==> config.mk <==
export PLATFORM = sky130hd
export DESIGN_NAME = ppurp_ram
export DESIGN_NICKNAME = d
export VERILOG_FILES = /design/src/design/ppurp_ram.sv
export SDC_FILE = /design/constraint.sdc
export NUM_CORES = 2
export LEC_CHECK = 0
export ABC_AREA = 0
export BUFFER_PORTS_ARGS = -buffer_cell sky130_fd_sc_hd__buf_4
export CAP_MARGIN = 0
export CORE_MARGIN = 5
export CORE_UTILIZATION = 60
export DETAILED_ROUTE_END_ITERATION = 8
export GPL_TIMING_DRIVEN = 1
export HOLD_SLACK_MARGIN = 0.1
export PLACE_DENSITY = 0.8
export SYNTH_ARGS = -nofsm -noshare
export SYNTH_HDL_FRONTEND = slang
export SYNTH_SLANG_ARGS = --single-unit
==> constraint.sdc <==
create_clock -name clock -period 6.1 [get_ports clock]
set_clock_uncertainty 0.15 [all_clocks]
set_input_delay 1.22 -clock clock [delete_from_list [all_inputs] [get_ports clock]]
set_output_delay 1.22 -clock clock [all_outputs]
set_load 0.05 [all_outputs]
==> src/design/ppurp_ram.sv <==
// Generic single-port synchronous RAM with registered read data.
module ppurp_ram #(
   parameter int WIDTH = 8,
   parameter int DEPTH = 256
) (
   input  logic                     clock,
   input  logic                     we,
   input  logic                     re,
   input  logic [$clog2(DEPTH)-1:0] addr,
   input  logic [WIDTH-1:0]         wdata,
   output logic [WIDTH-1:0]         rdata
);

   logic [WIDTH-1:0] mem_ff [DEPTH];
   logic [WIDTH-1:0] rdata_ff;

   // Write or read one entry per cycle
   always_ff @(posedge clock) begin
      if (we) begin
         mem_ff[addr] <= wdata;
      end
      if (re) begin
         rdata_ff <= mem_ff[addr];
      end
   end

   assign rdata = rdata_ff;

endmodule

; ---- Word level (Yosys, flattened, before mapping)
; Memory sizes are Yosys's and may differ from the RTL's. A register that Yosys moved wholly into a read port is not among the register bits.
; Cells that the tools add are included.
; Widths: inputs -> output; s select.
[classes]
n_addsub = 0
multipliers = 0
div_mod_pow = 0
n_lt_le_gt_ge = 0
eq_ne = 0
shifts = 0
muxes = 2
bitwise_logic = 0
n_reduce_logical = 0
[ops]
columns = cell, count
row1 = $mux 1, 2
[word_totals]
ff_bits = 0
latchBits = 0
ram_bits = 2048
romBits = 0
input_bits = 19
out_inout_bits = 8
elab_cells = 3
mem_count = 1
[memory_table]
columns = memory, depth, width, rd, rd_ports_with_merged_regs, write_ports, line_no
row1 = mem_ff, 256, 8, 1, 1, 1, 14  ; logic [WIDTH-1:0] mem_ff [DEPTH];

; ---- Logic depth before layout (Yosys ltp)
[logic_depth]
ltp_word = 2
mapped_depth = 10

; ---- Worst setup path after synthesis
; No wires, ideal clock.
[synth_timing]
path_type = in2reg
startpoint = in addr[1]
endpoint = mem mem_ff[111][0], enable pin
t_arrival_ns = 3.069
required_time_ns = 5.580
path_slack_ns = 2.511
path_stages = 9
n_path_buf = 5
cell_sequence = buf_2 -> clkbuf_1 -> clkbuf_1 -> nand2_1 -> buf_2 -> nor2_1 -> nand2_1 -> clkbuf_1 -> nor2_1
[synth_rtl]
columns = item, line_no
row1 = start: declaration, 9  ; input logic [$clog2(DEPTH)-1:0] addr,
row2 = end: declaration, 14
; No word-level cell before the write port.

==> impl_metrics.toml <==
[setup_path]
endpoint_kind = "register"
crit_top_cell = "buf_4"
critPathRequiredTime_ps = 6450
crit_type = "in2reg"
cp-start-kind = "primary input"
worstPathCellList = "buf_8 > buf_4 > buf_4 > mux4_2 > a22oi_1 > a21oi_1 > o41ai_1 > nand4_1"
crit_fanout = 70
worst_path_max_delay_cell = "o41ai_1"
arrival_ps = 4890
max_stage_delay_ps = 1080

[yosys]
yosysTopAreaCell = "edfxtp_1"
synth_cell_types = 21
yosys.cell_count.top_type = "edfxtp_1"
yosysSeqAreaShare_pct = 78.6
synth_seq_cells = 2056
netlist_top_cells_count = "edfxtp_1, mux4_2, a22oi_1"
synth_top_cell_area_share_pct = 78.6
async_reset_ff_share_pct = 0
ys_top_cells_by_area = "edfxtp_1, mux4_2, a22oi_1"
synth_ff_type = "edfxtp_1"
synth_nets = 3566
synth_edf_count = 2056
synthCells = 3547
synth_area_um2 = 78600
avgSynthCellArea_um2 = 22.2
yosys_warnings = 0

[cts]
clockBufferDepth = 3
postCtsHoldBufs = 0
cts_max_level = 4
cts-buffers-inserted = 194
clk_pin_slew_ps = 60
clk_latency_ps = 850
cts.sinks = 2056
cts_tree = "built"
post-cts-setup-buffers = 0
root_buffer = "clkbuf_16"
cts_resized = 0

[floorplan]
die-area_um2 = 138000
rows = 132
ioPinCount = 27
core_region_area_um2 = 130000
die_w_um = 372
fp.dieH_um = 372
start_util_pct = 60.5

[sta]
maxSlewViolCount = 0
setup_viol = 0
fin_crit_sh_pct = 74.4
fmax_ghz = 0.220
tns_ps = 0
min_period_ps = 4540
relSlewSlack_pct = 11.8
rsz0062_at_grt = "no"
holdWs_ps = 629
worst_slew_pin_slew_ps = 1310
finalHoldViolations = 0

[final_layout]
fin_nets = 3682
area_growth_pct = 11.0
num-fill-cells = 7638
drive_gt1_share_pct = 24.6

[pwr]
p_leak_nw = 26.5
vdd_drop_max_uv = 346
power_mw = 28.6
power.density_nw_per_um2 = 328

[global_routing]
grt_max_degree = 149
gr-total-overflow = 0
grt_pass1_wl_um = 282000
grt_antenna_before_repair = 4
grt_pass1_vias = 40062
grtUsageTotal_pct = 28.6

[drt]
final_antenna_net_count = 0
vias = 39328
drt_iter0_drc = 5881
first_pass_iters = 6
finalWirelength_um = 193000
viasPerCell = 7.06
wl_per_cell_um = 34.6
drc = 0

[outcome]
run_status = "finished, final reports clean"

[job]
maxCapViolations = 0

[place]
hpwlAfterDp_um = 106000
port_buffers = 26
gp_congestion = 0.838

[hold_path]
min_path_type = "in2reg"
[cell usage in the layout (no fill, tap or decap), types with 4 or more instances in the layout]
cell type / instances
clkbuf_8: 8
o41ai_1: 32
nor2_1: 231
bufinv_16: 12
a22oi_1: 256
nand2b_1: 4
nand3_1: 13
clkinv_2: 39
buf_4: 122
clkbuf_16: 199
mux4_2: 512
nor3_1: 30
clkbuf_1: 41
edfxtp_1: 2056
a21oi_1: 128
nor2b_1: 5
buf_12: 19
nand4_1: 8
diode_2: 6
clkinv_1: 47
clkinv_4: 7
clkinvlp_4: 4
nand2_1: 28
[cell type report]
type / count / area (µm²) / share of cell area [%]
Clock buffer: 240 / 5130 / 5.89
Multi-Input combinational cell: 1258 / 15800 / 18.1
Sequential cell: 2056 / 61700 / 70.8
Timing Repair Buffer: 152 / 1440 / 1.65
Antenna cell: 6 / 15.0 / 0.0172
Clock inverter: 117 / 956 / 1.10
Tap cell: 1742 / 2180 / 2.50
Inverter: 1 / 3.75 / 0.00430
[worst paths after layout]
path / slack [ps] / end / from / cells after the start
worst max-delay path: 1560 / rdata[2] / addr[1] / 8
worst min-delay path: 630 / rdata[3] / re / 1
worst max register to register: 2700 / rdata[0] / mem_ff[222][0] / 6
worst min register to register: 880 / rdata[5] / mem_ff[138][5] / 5
[through the flow]
step	cell area [µm²]	worst slack, ps	cells	util, %
2_1_floorplan	78600	2510	3547	-
3_3_place_gp	81100	1020	5208	62.5
3_5_place_dp	81100	846	5208	62.5
4_1_cts	87200	1720	5565	67.2
5_1_grt	87200	1580	5566	67.2
6_report	87200	1560	5572	67.2
[registers in the layout, summed over array words and instances, names as in the netlist]
signal,count
rdata,8
mem_ff,2048
[critical path: cells and delay by family]
kind	cells	cell delay [ps]
buf+inv	3	1490
compound gates	3	1470
mux	1	350
simple gates	1	220
[cell families (layout without fill, tap and decap cells)]
group,count (synthesis),count (layout),synth area share (%)
AO/OA/AOI/OAI,416,416,3.62
buffers and inverters,233,510,1.40
flip-flops,2056,2056,78.6
multiplexers,512,512,14.7
other,0,6,0
AND/OR/NAND/NOR,330,330,1.73
[metal layers]
| metal | up-vias | routed length (µm) | part of all wire (%) | global-route usage (%) |
|---|---|---|---|---|
| met5 | - | 13 | 0.0067 | 0 |
| met4 | 2 | 8120 | 4.2 | 10.6 |
| met1 | 20312 | 66700 | 35 | 39.7 |
| met2 | 3196 | 92500 | 48 | 44.4 |
| met3 | 503 | 25500 | 13 | 8.03 |
| li1 | 15315 | - | - | - |
[where the power goes]
| group | switching [mW] | total [mW] | internal, mW |
|---|---|---|---|
| Sequential | 0.0170 | 15.6 | 15.6 |
| Clock | 5.21 | 11.7 | 6.49 |
| Combinational | 0.874 | 1.32 | 0.444 |
| Total | 6.10 | 28.6 | 22.5 |
No activity file was read; power rests on OpenSTA's default activity.
