<file path="src/design/ppurp_pkg.sv">
// Shared types, codes and memory sizes for the video-chip register port.
package ppurp_pkg;

   // Memory geometry
   localparam int PATTERN_BANK_BYTES = 4096;
   localparam int NAME_PAGE_BYTES    = 1024;
   localparam int SPRITE_BYTES       = 256;
   localparam int PALETTE_BYTES      = 32;

   localparam int PATTERN_DEPTH = 2 * PATTERN_BANK_BYTES;
   localparam int NAME_DEPTH    = 2 * NAME_PAGE_BYTES;
   localparam int PATTERN_AW    = $clog2(PATTERN_DEPTH);
   localparam int NAME_AW       = $clog2(NAME_DEPTH);
   localparam int SPRITE_AW     = $clog2(SPRITE_BYTES);
   localparam int PALETTE_AW    = $clog2(PALETTE_BYTES);

   // Bus commands
   typedef enum logic [1:0] {
      CMD_READ   = 2'd0,
      CMD_WRITE  = 2'd1,
      CMD_VBLANK = 2'd2,
      CMD_CLEAR  = 2'd3
   } ppurp_cmd_type;

   // Register numbers
   localparam logic [2:0] REG_CONTROL   = 3'd0;
   localparam logic [2:0] REG_MASK      = 3'd1;
   localparam logic [2:0] REG_STATUS    = 3'd2;
   localparam logic [2:0] REG_OAM_INDEX = 3'd3;
   localparam logic [2:0] REG_OAM_DATA  = 3'd4;
   localparam logic [2:0] REG_SCROLL    = 3'd5;
   localparam logic [2:0] REG_ADDRESS   = 3'd6;
   localparam logic [2:0] REG_DATA      = 3'd7;

   // Nametable mirroring modes
   localparam logic [1:0] MIRROR_VERTICAL   = 2'd0;
   localparam logic [1:0] MIRROR_HORIZONTAL = 2'd1;

   // How the read byte is finished in the second stage
   typedef enum logic [1:0] {
      KIND_FIXED  = 2'd0,
      KIND_STATUS = 2'd1,
      KIND_SPRITE = 2'd2,
      KIND_DATA   = 2'd3
   } ppurp_kind_type;

   // Which memory feeds a data-port read
   typedef enum logic [1:0] {
      SRC_NONE    = 2'd0,
      SRC_PATTERN = 2'd1,
      SRC_NAME    = 2'd2,
      SRC_PALETTE = 2'd3
   } ppurp_src_type;

   // Memory accesses issued by the register file
   typedef struct packed {
      logic                  pat_we;
      logic                  pat_re;
      logic [PATTERN_AW-1:0] pat_addr;
      logic                  name_we;
      logic                  name_re;
      logic [NAME_AW-1:0]    name_addr;
      logic                  pal_we;
      logic                  pal_re;
      logic [PALETTE_AW-1:0] pal_addr;
      logic                  spr_we;
      logic                  spr_re;
      logic [SPRITE_AW-1:0]  spr_addr;
      logic [7:0]            wdata;
   } ppurp_mem_req_type;

   // What the second stage needs to build the response word
   typedef struct packed {
      ppurp_kind_type kind;
      ppurp_src_type  src;
      logic           direct;
      logic           gray;
      logic [7:0]     partial;
      logic           nmi;
   } ppurp_stage_type;

endpackage

</file>
<file path="src/design/ppurp_regs.sv">
// Register file and address logic: updates state per word, issues memory accesses.
module ppurp_regs (
   input  logic                         clock,
   input  logic                         reset,
   input  logic                         csr_wr_en,
   input  logic [1:0]                   csr_wr_data,
   input  logic                         accept,
   input  logic [1:0]                   command,
   input  logic [2:0]                   reg_index,
   input  logic [7:0]                   write_data,
   input  logic                         peek,
   output ppurp_pkg::ppurp_mem_req_type mem_req,
   output ppurp_pkg::ppurp_stage_type   stage
);
   import ppurp_pkg::*;

   logic [1:0]  mirror_ff;
   logic [7:0]  ctrl_ff, ctrl_in;
   logic [7:0]  mask_ff, mask_in;
   logic [2:0]  status_ff, status_in;
   logic [2:0]  fine_x_ff, fine_x_in;
   logic        toggle_ff, toggle_in;
   logic [7:0]  spr_idx_ff, spr_idx_in;
   logic [15:0] cur_ff, cur_in;
   logic [14:0] tmp_ff, tmp_in;

   logic [13:0] vaddr;
   logic [15:0] step;
   logic        is_pattern;
   logic        is_palette;
   logic        name_mapped;
   ppurp_mem_req_type req;

   always_comb begin
      ctrl_in    = ctrl_ff;
      mask_in    = mask_ff;
      status_in  = status_ff;
      fine_x_in  = fine_x_ff;
      toggle_in  = toggle_ff;
      spr_idx_in = spr_idx_ff;
      cur_in     = cur_ff;
      tmp_in     = tmp_ff;

      // Decode the masked VRAM address
      vaddr       = cur_ff[13:0];
      step        = ctrl_ff[2] ? 16'd32 : 16'd1;
      is_pattern  = !vaddr[13];
      is_palette  = (vaddr[13:8] == 6'h3F);
      name_mapped = (mirror_ff == MIRROR_VERTICAL) || (mirror_ff == MIRROR_HORIZONTAL);

      req           = '0;
      req.pat_addr  = vaddr[PATTERN_AW-1:0];
      req.name_addr = (mirror_ff == MIRROR_HORIZONTAL) ? {vaddr[11], vaddr[9:0]}
                                                       : {vaddr[10], vaddr[9:0]};
      // Fold the four backdrop mirrors onto the lower half
      req.pal_addr  = {vaddr[4] & (vaddr[1:0] != 2'b00), vaddr[3:0]};
      req.spr_addr  = spr_idx_ff;
      req.wdata     = write_data;

      stage         = '0;
      stage.kind    = KIND_FIXED;
      stage.src     = SRC_NONE;
      stage.gray    = mask_ff[0];
      stage.direct  = (cur_ff[15:8] >= 8'h3F);

      case (command)
         CMD_READ: begin
            if (peek) begin
               case (reg_index)
                  REG_CONTROL: stage.partial = ctrl_ff;
                  REG_MASK:    stage.partial = mask_ff;
                  REG_STATUS:  stage.partial = {status_ff, 5'b0};
                  default:     stage.partial = 8'h00;
               endcase
            end else begin
               case (reg_index)
                  REG_STATUS: begin
                     stage.kind    = KIND_STATUS;
                     stage.partial = {status_ff, 5'b0};
                     status_in[2]  = 1'b0;
                     toggle_in     = 1'b0;
                  end
                  REG_OAM_DATA: begin
                     stage.kind = KIND_SPRITE;
                     req.spr_re = 1'b1;
                  end
                  REG_DATA: begin
                     stage.kind = KIND_DATA;
                     if (is_pattern) begin
                        stage.src  = SRC_PATTERN;
                        req.pat_re = 1'b1;
                     end else if (is_palette) begin
                        stage.src  = SRC_PALETTE;
                        req.pal_re = 1'b1;
                     end else if (name_mapped) begin
                        stage.src   = SRC_NAME;
                        req.name_re = 1'b1;
                     end
                     cur_in = cur_ff + step;
                  end
                  default: stage.kind = KIND_FIXED;
               endcase
            end
         end
         CMD_WRITE: begin
            case (reg_index)
               REG_CONTROL: begin
                  ctrl_in        = write_data;
                  tmp_in[11:10]  = write_data[1:0];
               end
               REG_MASK:      mask_in    = write_data;
               REG_OAM_INDEX: spr_idx_in = write_data;
               REG_OAM_DATA:  req.spr_we = 1'b1;
               REG_SCROLL: begin
                  if (!toggle_ff) begin
                     fine_x_in   = write_data[2:0];
                     tmp_in[4:0] = write_data[7:3];
                     toggle_in   = 1'b1;
                  end else begin
                     tmp_in[14:12] = write_data[2:0];
                     tmp_in[9:5]   = write_data[7:3];
                     toggle_in     = 1'b0;
                  end
               end
               REG_ADDRESS: begin
                  if (!toggle_ff) begin
                     tmp_in[14]   = 1'b0;
                     tmp_in[13:8] = write_data[5:0];
                     toggle_in    = 1'b1;
                  end else begin
                     tmp_in[7:0] = write_data;
                     cur_in      = {1'b0, tmp_ff[14:8], write_data};
                     toggle_in   = 1'b0;
                  end
               end
               REG_DATA: begin
                  if (is_pattern) begin
                     req.pat_we = 1'b1;
                  end else if (is_palette) begin
                     req.pal_we = 1'b1;
                  end else if (name_mapped) begin
                     req.name_we = 1'b1;
                  end
                  cur_in = cur_ff + step;
               end
               default: ctrl_in = ctrl_ff;
            endcase
         end
         CMD_VBLANK: begin
            status_in[2] = 1'b1;
            stage.nmi    = ctrl_ff[7];
         end
         CMD_CLEAR: status_in = 3'b000;
         default:   status_in = status_ff;
      endcase

      // Only an accepted word touches the memories
      mem_req         = req;
      mem_req.pat_we  = req.pat_we  & accept;
      mem_req.pat_re  = req.pat_re  & accept;
      mem_req.name_we = req.name_we & accept;
      mem_req.name_re = req.name_re & accept;
      mem_req.pal_we  = req.pal_we  & accept;
      mem_req.pal_re  = req.pal_re  & accept;
      mem_req.spr_we  = req.spr_we  & accept;
      mem_req.spr_re  = req.spr_re  & accept;
   end

   // Hold register state; advance on an accepted word; take the mirroring mode on a csr write
   always_ff @(posedge clock) begin
      if (reset) begin
         mirror_ff  <= MIRROR_VERTICAL;
         ctrl_ff    <= '0;
         mask_ff    <= '0;
         status_ff  <= '0;
         fine_x_ff  <= '0;
         toggle_ff  <= 1'b0;
         spr_idx_ff <= '0;
         cur_ff     <= '0;
         tmp_ff     <= '0;
      end else begin
         if (csr_wr_en) begin
            mirror_ff <= csr_wr_data;
         end
         if (accept) begin
            ctrl_ff    <= ctrl_in;
            mask_ff    <= mask_in;
            status_ff  <= status_in;
            fine_x_ff  <= fine_x_in;
            toggle_ff  <= toggle_in;
            spr_idx_ff <= spr_idx_in;
            cur_ff     <= cur_in;
            tmp_ff     <= tmp_in;
         end
      end
   end

endmodule

</file>
<file path="config.mk">
export PLATFORM = sky130hd
export DESIGN_NAME = ppurp_regs
export DESIGN_NICKNAME = d
export VERILOG_FILES = /design/src/design/ppurp_pkg.sv /design/src/design/ppurp_regs.sv
export SDC_FILE = /design/constraint.sdc
export NUM_CORES = 1
export LEC_CHECK = 0
export BUFFER_PORTS_ARGS = -buffer_cell sky130_fd_sc_hd__buf_2
export CAP_MARGIN = 20
export CORE_ASPECT_RATIO = 1.4
export CORE_MARGIN = 1.5
export CORE_UTILIZATION = 53
export CTS_CLUSTER_SIZE = 24
export DETAILED_ROUTE_END_ITERATION = 16
export PLACE_DENSITY = 0.87
export SLEW_MARGIN = 15
export SYNTH_ARGS = -nofsm -noshare
export SYNTH_HDL_FRONTEND = slang
export SYNTH_SLANG_ARGS = --single-unit
</file>
<file path="constraint.sdc">
create_clock -name clock -period 1.9 [get_ports clock]
set_input_delay 0.285 -clock clock [delete_from_list [all_inputs] [get_ports clock]]
set_output_delay 0.285 -clock clock [all_outputs]
set_load 0.02 [all_outputs]
</file>
## Word-level counts from Yosys, hierarchy flattened

Index checks and enable logic that the tools add are counted.

| operators by class | value |
|---|---|
| add/subtract/negate cells | 1 |
| multiply operators | 0 |
| div/mod/pow operators | 0 |
| order comparisons | 1 |
| equality and inequality tests | 20 |
| shift-type cells | 0 |
| muxes and demuxes | 55 |
| bitwise logic cells | 9 |
| reductions and logical operators | 18 |

Operators by type and width:

| operator | number |
|---|---|
| 16-bit case mux with 2 select lines | 2 |
| 16-bit 2-to-1 mux | 3 |
| 8-bit 2-to-1 mux | 4 |
| 1-bit 2-to-1 mux | 27 |
| 8-bit case mux with 3 select lines | 1 |
| 10-bit case mux with 2 select lines | 1 |
| 16-bit by 6-bit adder with 16-bit output | 1 |
| 3-bit == test, second input constant | 4 |
| 11-bit 2-to-1 mux | 1 |
| 5-bit 2-to-1 mux | 2 |
| 5-bit AND reduction | 2 |
| 1-bit bitwise AND | 9 |
| 3-bit AND reduction | 3 |
| 8-bit by 6-bit greater-or-equal comparator with 1-bit output, second input constant | 1 |
| 2-bit 2-to-1 mux | 4 |
| 4-bit 2-to-1 mux | 2 |
| 2-bit != test, second input constant | 4 |
| 4-bit AND reduction | 2 |
| 2-bit nonzero test | 4 |
| 7-bit 2-to-1 mux | 1 |
| 3-bit by 2-bit == test with 1-bit output, second input constant | 2 |
| 6-bit == test, second input constant | 1 |
| 6-bit 2-to-1 mux | 1 |
| 2-bit case mux with 3 select lines | 1 |
| 17 further kinds | 21 |

| storage, ports and cells | value |
|---|---|
| bits in registers | 51 |
| bits in latches | 0 |
| memory bits (writable) | 0 |
| bits in read-only memories | 0 |
| bits of input ports | 20 |
| word-level logic and storage cells | 113 |
| memories kept | 0 |

## Logic depth before layout (Yosys ltp)

Gate-level depths: netlist (run 1).

| depth | value |
|---|---|
| depth after elaboration | 9 |
| mapped depth | 6 |
| mapped depth without buffers | 6 |

## Least setup slack after synthesis (run 1)

No wires, ideal clock.

| path | value |
|---|---|
| kind | input port to output port |
| start | in command[0] |
| end | out mem_req[36] (netlist bit) |
| arrival time | 1.804 ns |
| data required time | 1.615 ns |
| setup slack | -0.189 ns |
| stages on the path | 5 |
| buffers on the path | 1 |
| cells stage by stage | buf_2 or4b_2 nor2_1 nand2_1 nor3_1 |

RTL lines:

| element | line | source |
|---|---|---|
| start: declaration | ppurp_regs.sv:8 | `input logic [1:0] command,` |
| end: declaration | ppurp_regs.sv:12 | `output ppurp_pkg::ppurp_mem_req_type mem_req,` |

==> impl_metrics.tcl, run 1 <==
set metrics [dict create \
    period_share_pct 97.0 \
    drt_iter0_markers 402 \
    globalplace.congestion 0.932 \
    vias 3261 \
    post-route-min-period_ps 1840 \
    status "finished, final reports clean" \
    synth_edf_count 0 \
    postSynth.topFlopCell "dfxtp_1" \
    grt_max_degree 30 \
    maxSlewHeadroom_pct 70.8 \
    start_util_pct 55.2 \
    reg2reg_to "cur_ff[15]" \
    die_y_um 95.8 \
    drt_first_pass_iters 5 \
    reg2reg_slack_ps 110 \
    clkSinkCount 51 \
    async_reset_ff_share_pct 0 \
    ys_ff_latch 51 \
    dieArea_mm2 0.00663 \
    grt_pass1_vias 2878 \
    clockBufferDepth 2 \
    tightestPinTransition_ps 438 \
    holdWs_ps 232 \
    final_nets 497 \
    multiInputGateArea_mm2 0.00186 \
    port_buffers 87 \
    clock_latency_ps 310 \
    synthCells 406 \
    timing.rr.start "ctrl_ff[2]" \
    cts_hold_buf 0 \
    root_buffer "clkbuf_8" \
    fin_skew_ps 9.60 \
    core_mm2 0.00590 \
    grt_use_total_pct 26.3 \
    critPathLaunchType "register" \
    setup_viol 0 \
    cts_buffers 5 \
    power_density_mw_per_mm2 541 \
    maxCapViolCount 0 \
    grt_overflow 0 \
    slowest_delay_ps 370 \
    ant_nets 0 \
    htree_num_levels 2 \
    peakVddDrop_uv 565 \
    syn2layout_area_growth_pct 16.6 \
    post-route-drc-count 0 \
    syn-num-nets 429 \
    cts-resized-gates 7 \
    worstPathCellList "and4_4, and3_4, or3_1, buf_2" \
    fmax_mhz 543 \
    boundaryPins 88 \
    highest_layer "met4" \
    crit_slowest_cell "dfxtp_4" \
    r2r_cells 5 \
    syn-cell-area_mm2 0.00326 \
    dr_wl_met2_um 4710 \
    hold-path-endpoint "mirror_ff[1]" \
    clkSlewWorstSetupHoldPaths_ps 100 \
    dp_hpwl_um 6650 \
    fin_setup_tns_ps 0 \
    hp-class "in -> reg" \
    die_w_um 69.3 \
    rows 33 \
    cts_tree "yes" \
    totalWireLength_um 9180 \
    routed_wire_length_per_instance_um 16.9 \
    post_cts_buffers 0 \
    min_delay_path_depth 3 \
    crit_type "reg -> out" \
    synth.distinct_cells 61 \
    antenna_found_initial 0 \
    viasPerCell 5.98 \
    postSynthAreaPerCell_um2 8.02 \
    yosys_warnings 0 \
    met1_length_um 3620 \
    ff_latch_area_mm2 0.00103 \
    end_kind "output port" \
    worstPathArrival_ps 1560 \
    critical_path_required_ps 1620 \
    p_leak_nw 1.70 \
    worstPathMaxFanout 6 \
    fillers 547 \
    finalHoldViolations 0 \
    finalMaxSlewViolations 0 \
    drive_above_1_share_pct 32.8 \
    rsz0062_at_grt "no" \
    seq_area_frac_synth_pct 31.3 \
    antenna_cells 0 \
    hold_start "csr_wr_data[1]" \
    met3WireLength_um 504 \
    grt_pass1_wl_um 14000 \
]
==> cells in the mapped netlist, drive strengths merged, types with 3 or more instances <==
library cell	number	area, µm²
a211oi	8	75.1
a21boi	3	22.5
a21oi	34	174
a311oi	7	67.6
a31oi	4	25.0
and3	11	68.8
and4	3	26.3
buf	48	348
clkbuf	11	42.5
dfxtp	51	1020
ha	3	37.5
inv	9	33.8
mux2	4	45.0
mux2i	26	260
nand2	38	143
nand2b	5	38.8
nand3	25	125
nand4	5	31.3
nand4b	4	35.0
nor2	41	156
nor2b	6	37.5
nor3	8	40.0
nor4	3	33.8
o211ai	6	45.0
o21ai	10	50.0
==> power by group <==
part / internal (mW) / switching, mW
combinational: 0.112 / 0.191
sequential: 1.08 / 0.00866
clock: 0.299 / 0.367
total: 1.49 / 0.567
==> flip-flops by register name (all words and copies together) (netlist names) <==
| signal | count |
|---|---|
| cur_ff | 16 |
| ctrl_ff | 8 |
| mask_ff | 8 |
| spr_idx_ff | 8 |
| tmp_ff | 7 |
| mirror_ff | 2 |
| status_ff | 1 |
| toggle_ff | 1 |
==> cell families (layout without fill, tap and decap cells) <==
kind of cell / count (synthesis) / after routing / synth area share (%)
muxes: 30 / 30 / 9.37
and+or+nand+nor: 161 / 161 / 25.4
xor gates and xnor gates: 2 / 2 / 0.538
DFF: 51 / 51 / 31.3
AOI/OAI and AO/OA: 91 / 91 / 19.2
adders and majority gates: 3 / 3 / 1.15
buffers and inverters: 68 / 137 / 13.0
==> stage by stage <==
stage	worst slack, ps	power (mW)	cell area, µm²	utilization [%]	instances
after floorplan	-29.9	1.29	3270	-	406
after global routing	9.87	2.12	3800	64.3	545
after global placement	-115	1.40	3660	62.1	537
after CTS	6.69	2.06	3780	64.0	545
after detailed placement	-146	1.40	3660	62.1	537
final	57.2	2.06	3800	64.3	545
==> critical path, delay by kind of cell (launching register included) <==
| kind | cells | cell delay [ps] |
|---|---|---|
| flip-flops | 1 | 370 |
| AND/OR/NAND/NOR | 3 | 710 |
| buffers and inverters | 1 | 160 |
==> cell type report <==
class	count	share of cell area, %
inverters	9	0.890
clock buffers	7	2.27
repair buffers	120	18.3
multi-input cells	287	48.9
flip-flops and latches	51	27.0
clock inverters	1	0.231
well taps	70	2.31
==> worst max path at each step <==
| stage | start | end | slack [ps] | depth (start not counted) |
|---|---|---|---|---|
| 2_1_floorplan | command[0] | mem_req[23] | -30 | 5 |
| 3_3_place_gp | command[1] | mem_req[36] | -110 | 6 |
| 3_5_place_dp | command[1] | mem_req[36] | -150 | 6 |
| 4_1_cts | cur_ff[10] | stage[10] | 7 | 4 |
| 5_1_grt | cur_ff[11] | mem_req[37] | 10 | 5 |
| 6_report | cur_ff[11] | stage[10] | 60 | 4 |
==> per-layer routing <==
| layer | track usage, % | vias up |
|---|---|---|
| met3 | 3.56 | 32 |
| met1 | 30.9 | 1527 |
| met2 | 47.8 | 139 |
| li1 | - | 1563 |
| met5 | 0 | - |
| met4 | 12.1 | 0 |
==> cell usage in the layout, fill, tap and decap left out, types with 3 or more instances in the layout <==
cell and instances:
o21ai_0 9, nand4b_1 4, nand2b_1 3, a311oi_1 6, buf_2 87, buf_4 32
mux2_2 4, nor3_1 7, nand4_1 5, a21oi_1 32, a31oi_1 4, o211ai_1 6
and3_1 10, clkbuf_8 6, mux2i_1 26, a211oi_1 4, nor2b_1 6, a211oi_2 4
a21boi_0 3, dfxtp_1 49, nand2_1 38, ha_1 3, inv_1 9, nand3_1 25
nor2_1 39
Note: power is estimated with default switching activity, not from simulation.
==> run 2, diff against run 1 <==
Settings changed: CTS_BUF_LIST set to sky130_fd_sc_hd__clkbuf_16, GPL_TIMING_DRIVEN set to 0, RECOVER_POWER set to 25.
==> impl_metrics.tcl, run 2 (synthesized netlist as in run 1, its figures left out) <==
set metrics [dict create \
    peakVddDrop_uv 479 \
    vias 3364 \
    largest_register_ffs 16 \
    finalHoldViolations 0 \
    cts_buffers 5 \
    status "finished, final reports clean" \
    globalplace.congestion 0.937 \
    maxCapViolCount 0 \
    critPathLaunchType "register" \
    grt_max_degree 19 \
    regMostFlops "cur_ff" \
    critical_path_required_ps 1620 \
    drive_above_1_share_pct 30.4 \
    ant_nets 0 \
    busiest_layer "met2" \
    layout_commonest_cell "buf_2" \
    fin_skew_ps 3.19 \
    drt_iter0_markers 305 \
    finalPower_mw 2.29 \
    core_mm2 0.00590 \
    p_leak_nw 1.73 \
    antenna_found_initial 0 \
    rsz0062_at_grt "yes" \
    setup_viol 0 \
    grt_overflow 0 \
    clkSlewWorstSetupHoldPaths_ps 70 \
    grt_pass1_wl_um 14500 \
    finalMaxSlewViolations 0 \
    clkSinkCount 51 \
    die_y_um 95.8 \
    fmax_mhz 537 \
    rows 33 \
    use_met2_pct 50.1 \
    root_buffer "clkbuf_16" \
    instances_no_fill 567 \
    use_met1_pct 30.7 \
    die_w_um 69.3 \
    htree_num_levels 2 \
    boundaryPins 88 \
    drt_first_pass_iters 5 \
    period_share_pct 97.9 \
    power_density_mw_per_mm2 578 \
    grt_use_total_pct 27.4 \
    cts_tree "yes" \
    dieArea_mm2 0.00663 \
    crit_type "reg -> out" \
    worstPathArrival_ps 1580 \
    routed_wire_length_per_instance_um 16.6 \
    clockBufferDepth 2 \
    clock_latency_ps 290 \
    maxSlewHeadroom_pct 50.3 \
    mostFrequentLayoutCells "64 x buf_2, 47 x dfxtp_1, 39 x buf_4" \
    end_kind "output port" \
    final_nets 519 \
    post-route-min-period_ps 1860 \
    worstPathMaxFanout 6 \
    start_util_pct 55.2 \
    syn2layout_area_growth_pct 21.6 \
    antenna_cells 0 \
    placed_cells 563 \
    port_buffers 87 \
    viasPerCell 5.93 \
    post_cts_buffers 0 \
    hp-class "in -> reg" \
    met3_usage_pct 4.61 \
    post-route-drc-count 0 \
    totalWireLength_um 9380 \
    tightestPinTransition_ps 740 \
    dp_hpwl_um 6800 \
    grt_pass1_vias 3049 \
]
## run 2: cell count changes in the layout (fill, tap and decap cells not counted), sizes merged
cell | before | now
clkbuf | 7 | 39
clkinvlp | 0 | 1
buf | 120 | 108
clkinv | 1 | 0
inv | 9 | 11
## run 2: area by class of cell
class | instances | area (µm²)
fill | 538 | 1940
multi-input combinational | 287 | 1860
sequential | 51 | 1030
timing repair buffer | 87 | 420
buffer | 55 | 385
clock buffer | 5 | 125
tap | 70 | 87.6
inverter | 9 | 33.8
clock inverter | 3 | 20.0
## run 2: critical path, cell delays in order (launching register included)
cell and delay, ps:
dfxtp_1 420, and4_4 290, nand2_1 100, nand2_1 150
and2_1 150, buf_2 170
## run 2: stage by stage
stage	setup TNS [ps]	setup WS, ps	instance area (µm²)	util, %	hold slack, ps
floorplan	-94.1	-29.9	3270	-	382
global placement	-2890	-348	3790	64.2	442
detailed placement	-3160	-339	3790	64.2	447
CTS	0	7.01	3970	67.2	246
global route	-51.8	-51.8	3960	67.1	273
finish	0	39.3	3960	67.1	241
## run 2: what timing repair did
item,4_1_cts,5_1_grt
gates resized for setup,17,13
endpoints found under the setup margin,13,10
pin swaps,2,3
hold buffers,0,0
## run 2: power breakdown
group          leakage, nW  switching (mW)  internal, mW
clock network       0.0716           0.418         0.489
logic                 1.24           0.195         0.103
registers            0.414         0.00912          1.08
total                 1.73           0.622          1.67
## run 2: layer usage
metal  wire (µm)  vias up
met3         640       33
li1            -     1606
met1        3620     1559
met2        4800      166
met4         327        0
met5           0        -
## run 2: path summary, 6_finish.rpt
path / endpoint / from / cells past startpoint / slack (ps)
worst max-delay path: stage[11] / cur_ff[11] / 5 / 40
worst min-delay path: mirror_ff[1] / csr_wr_data[1] / 3 / 240
worst min register to register: ctrl_ff[3] / ctrl_ff[3] / 2 / 460
worst max register to register: cur_ff[10] / toggle_ff / 5 / 70
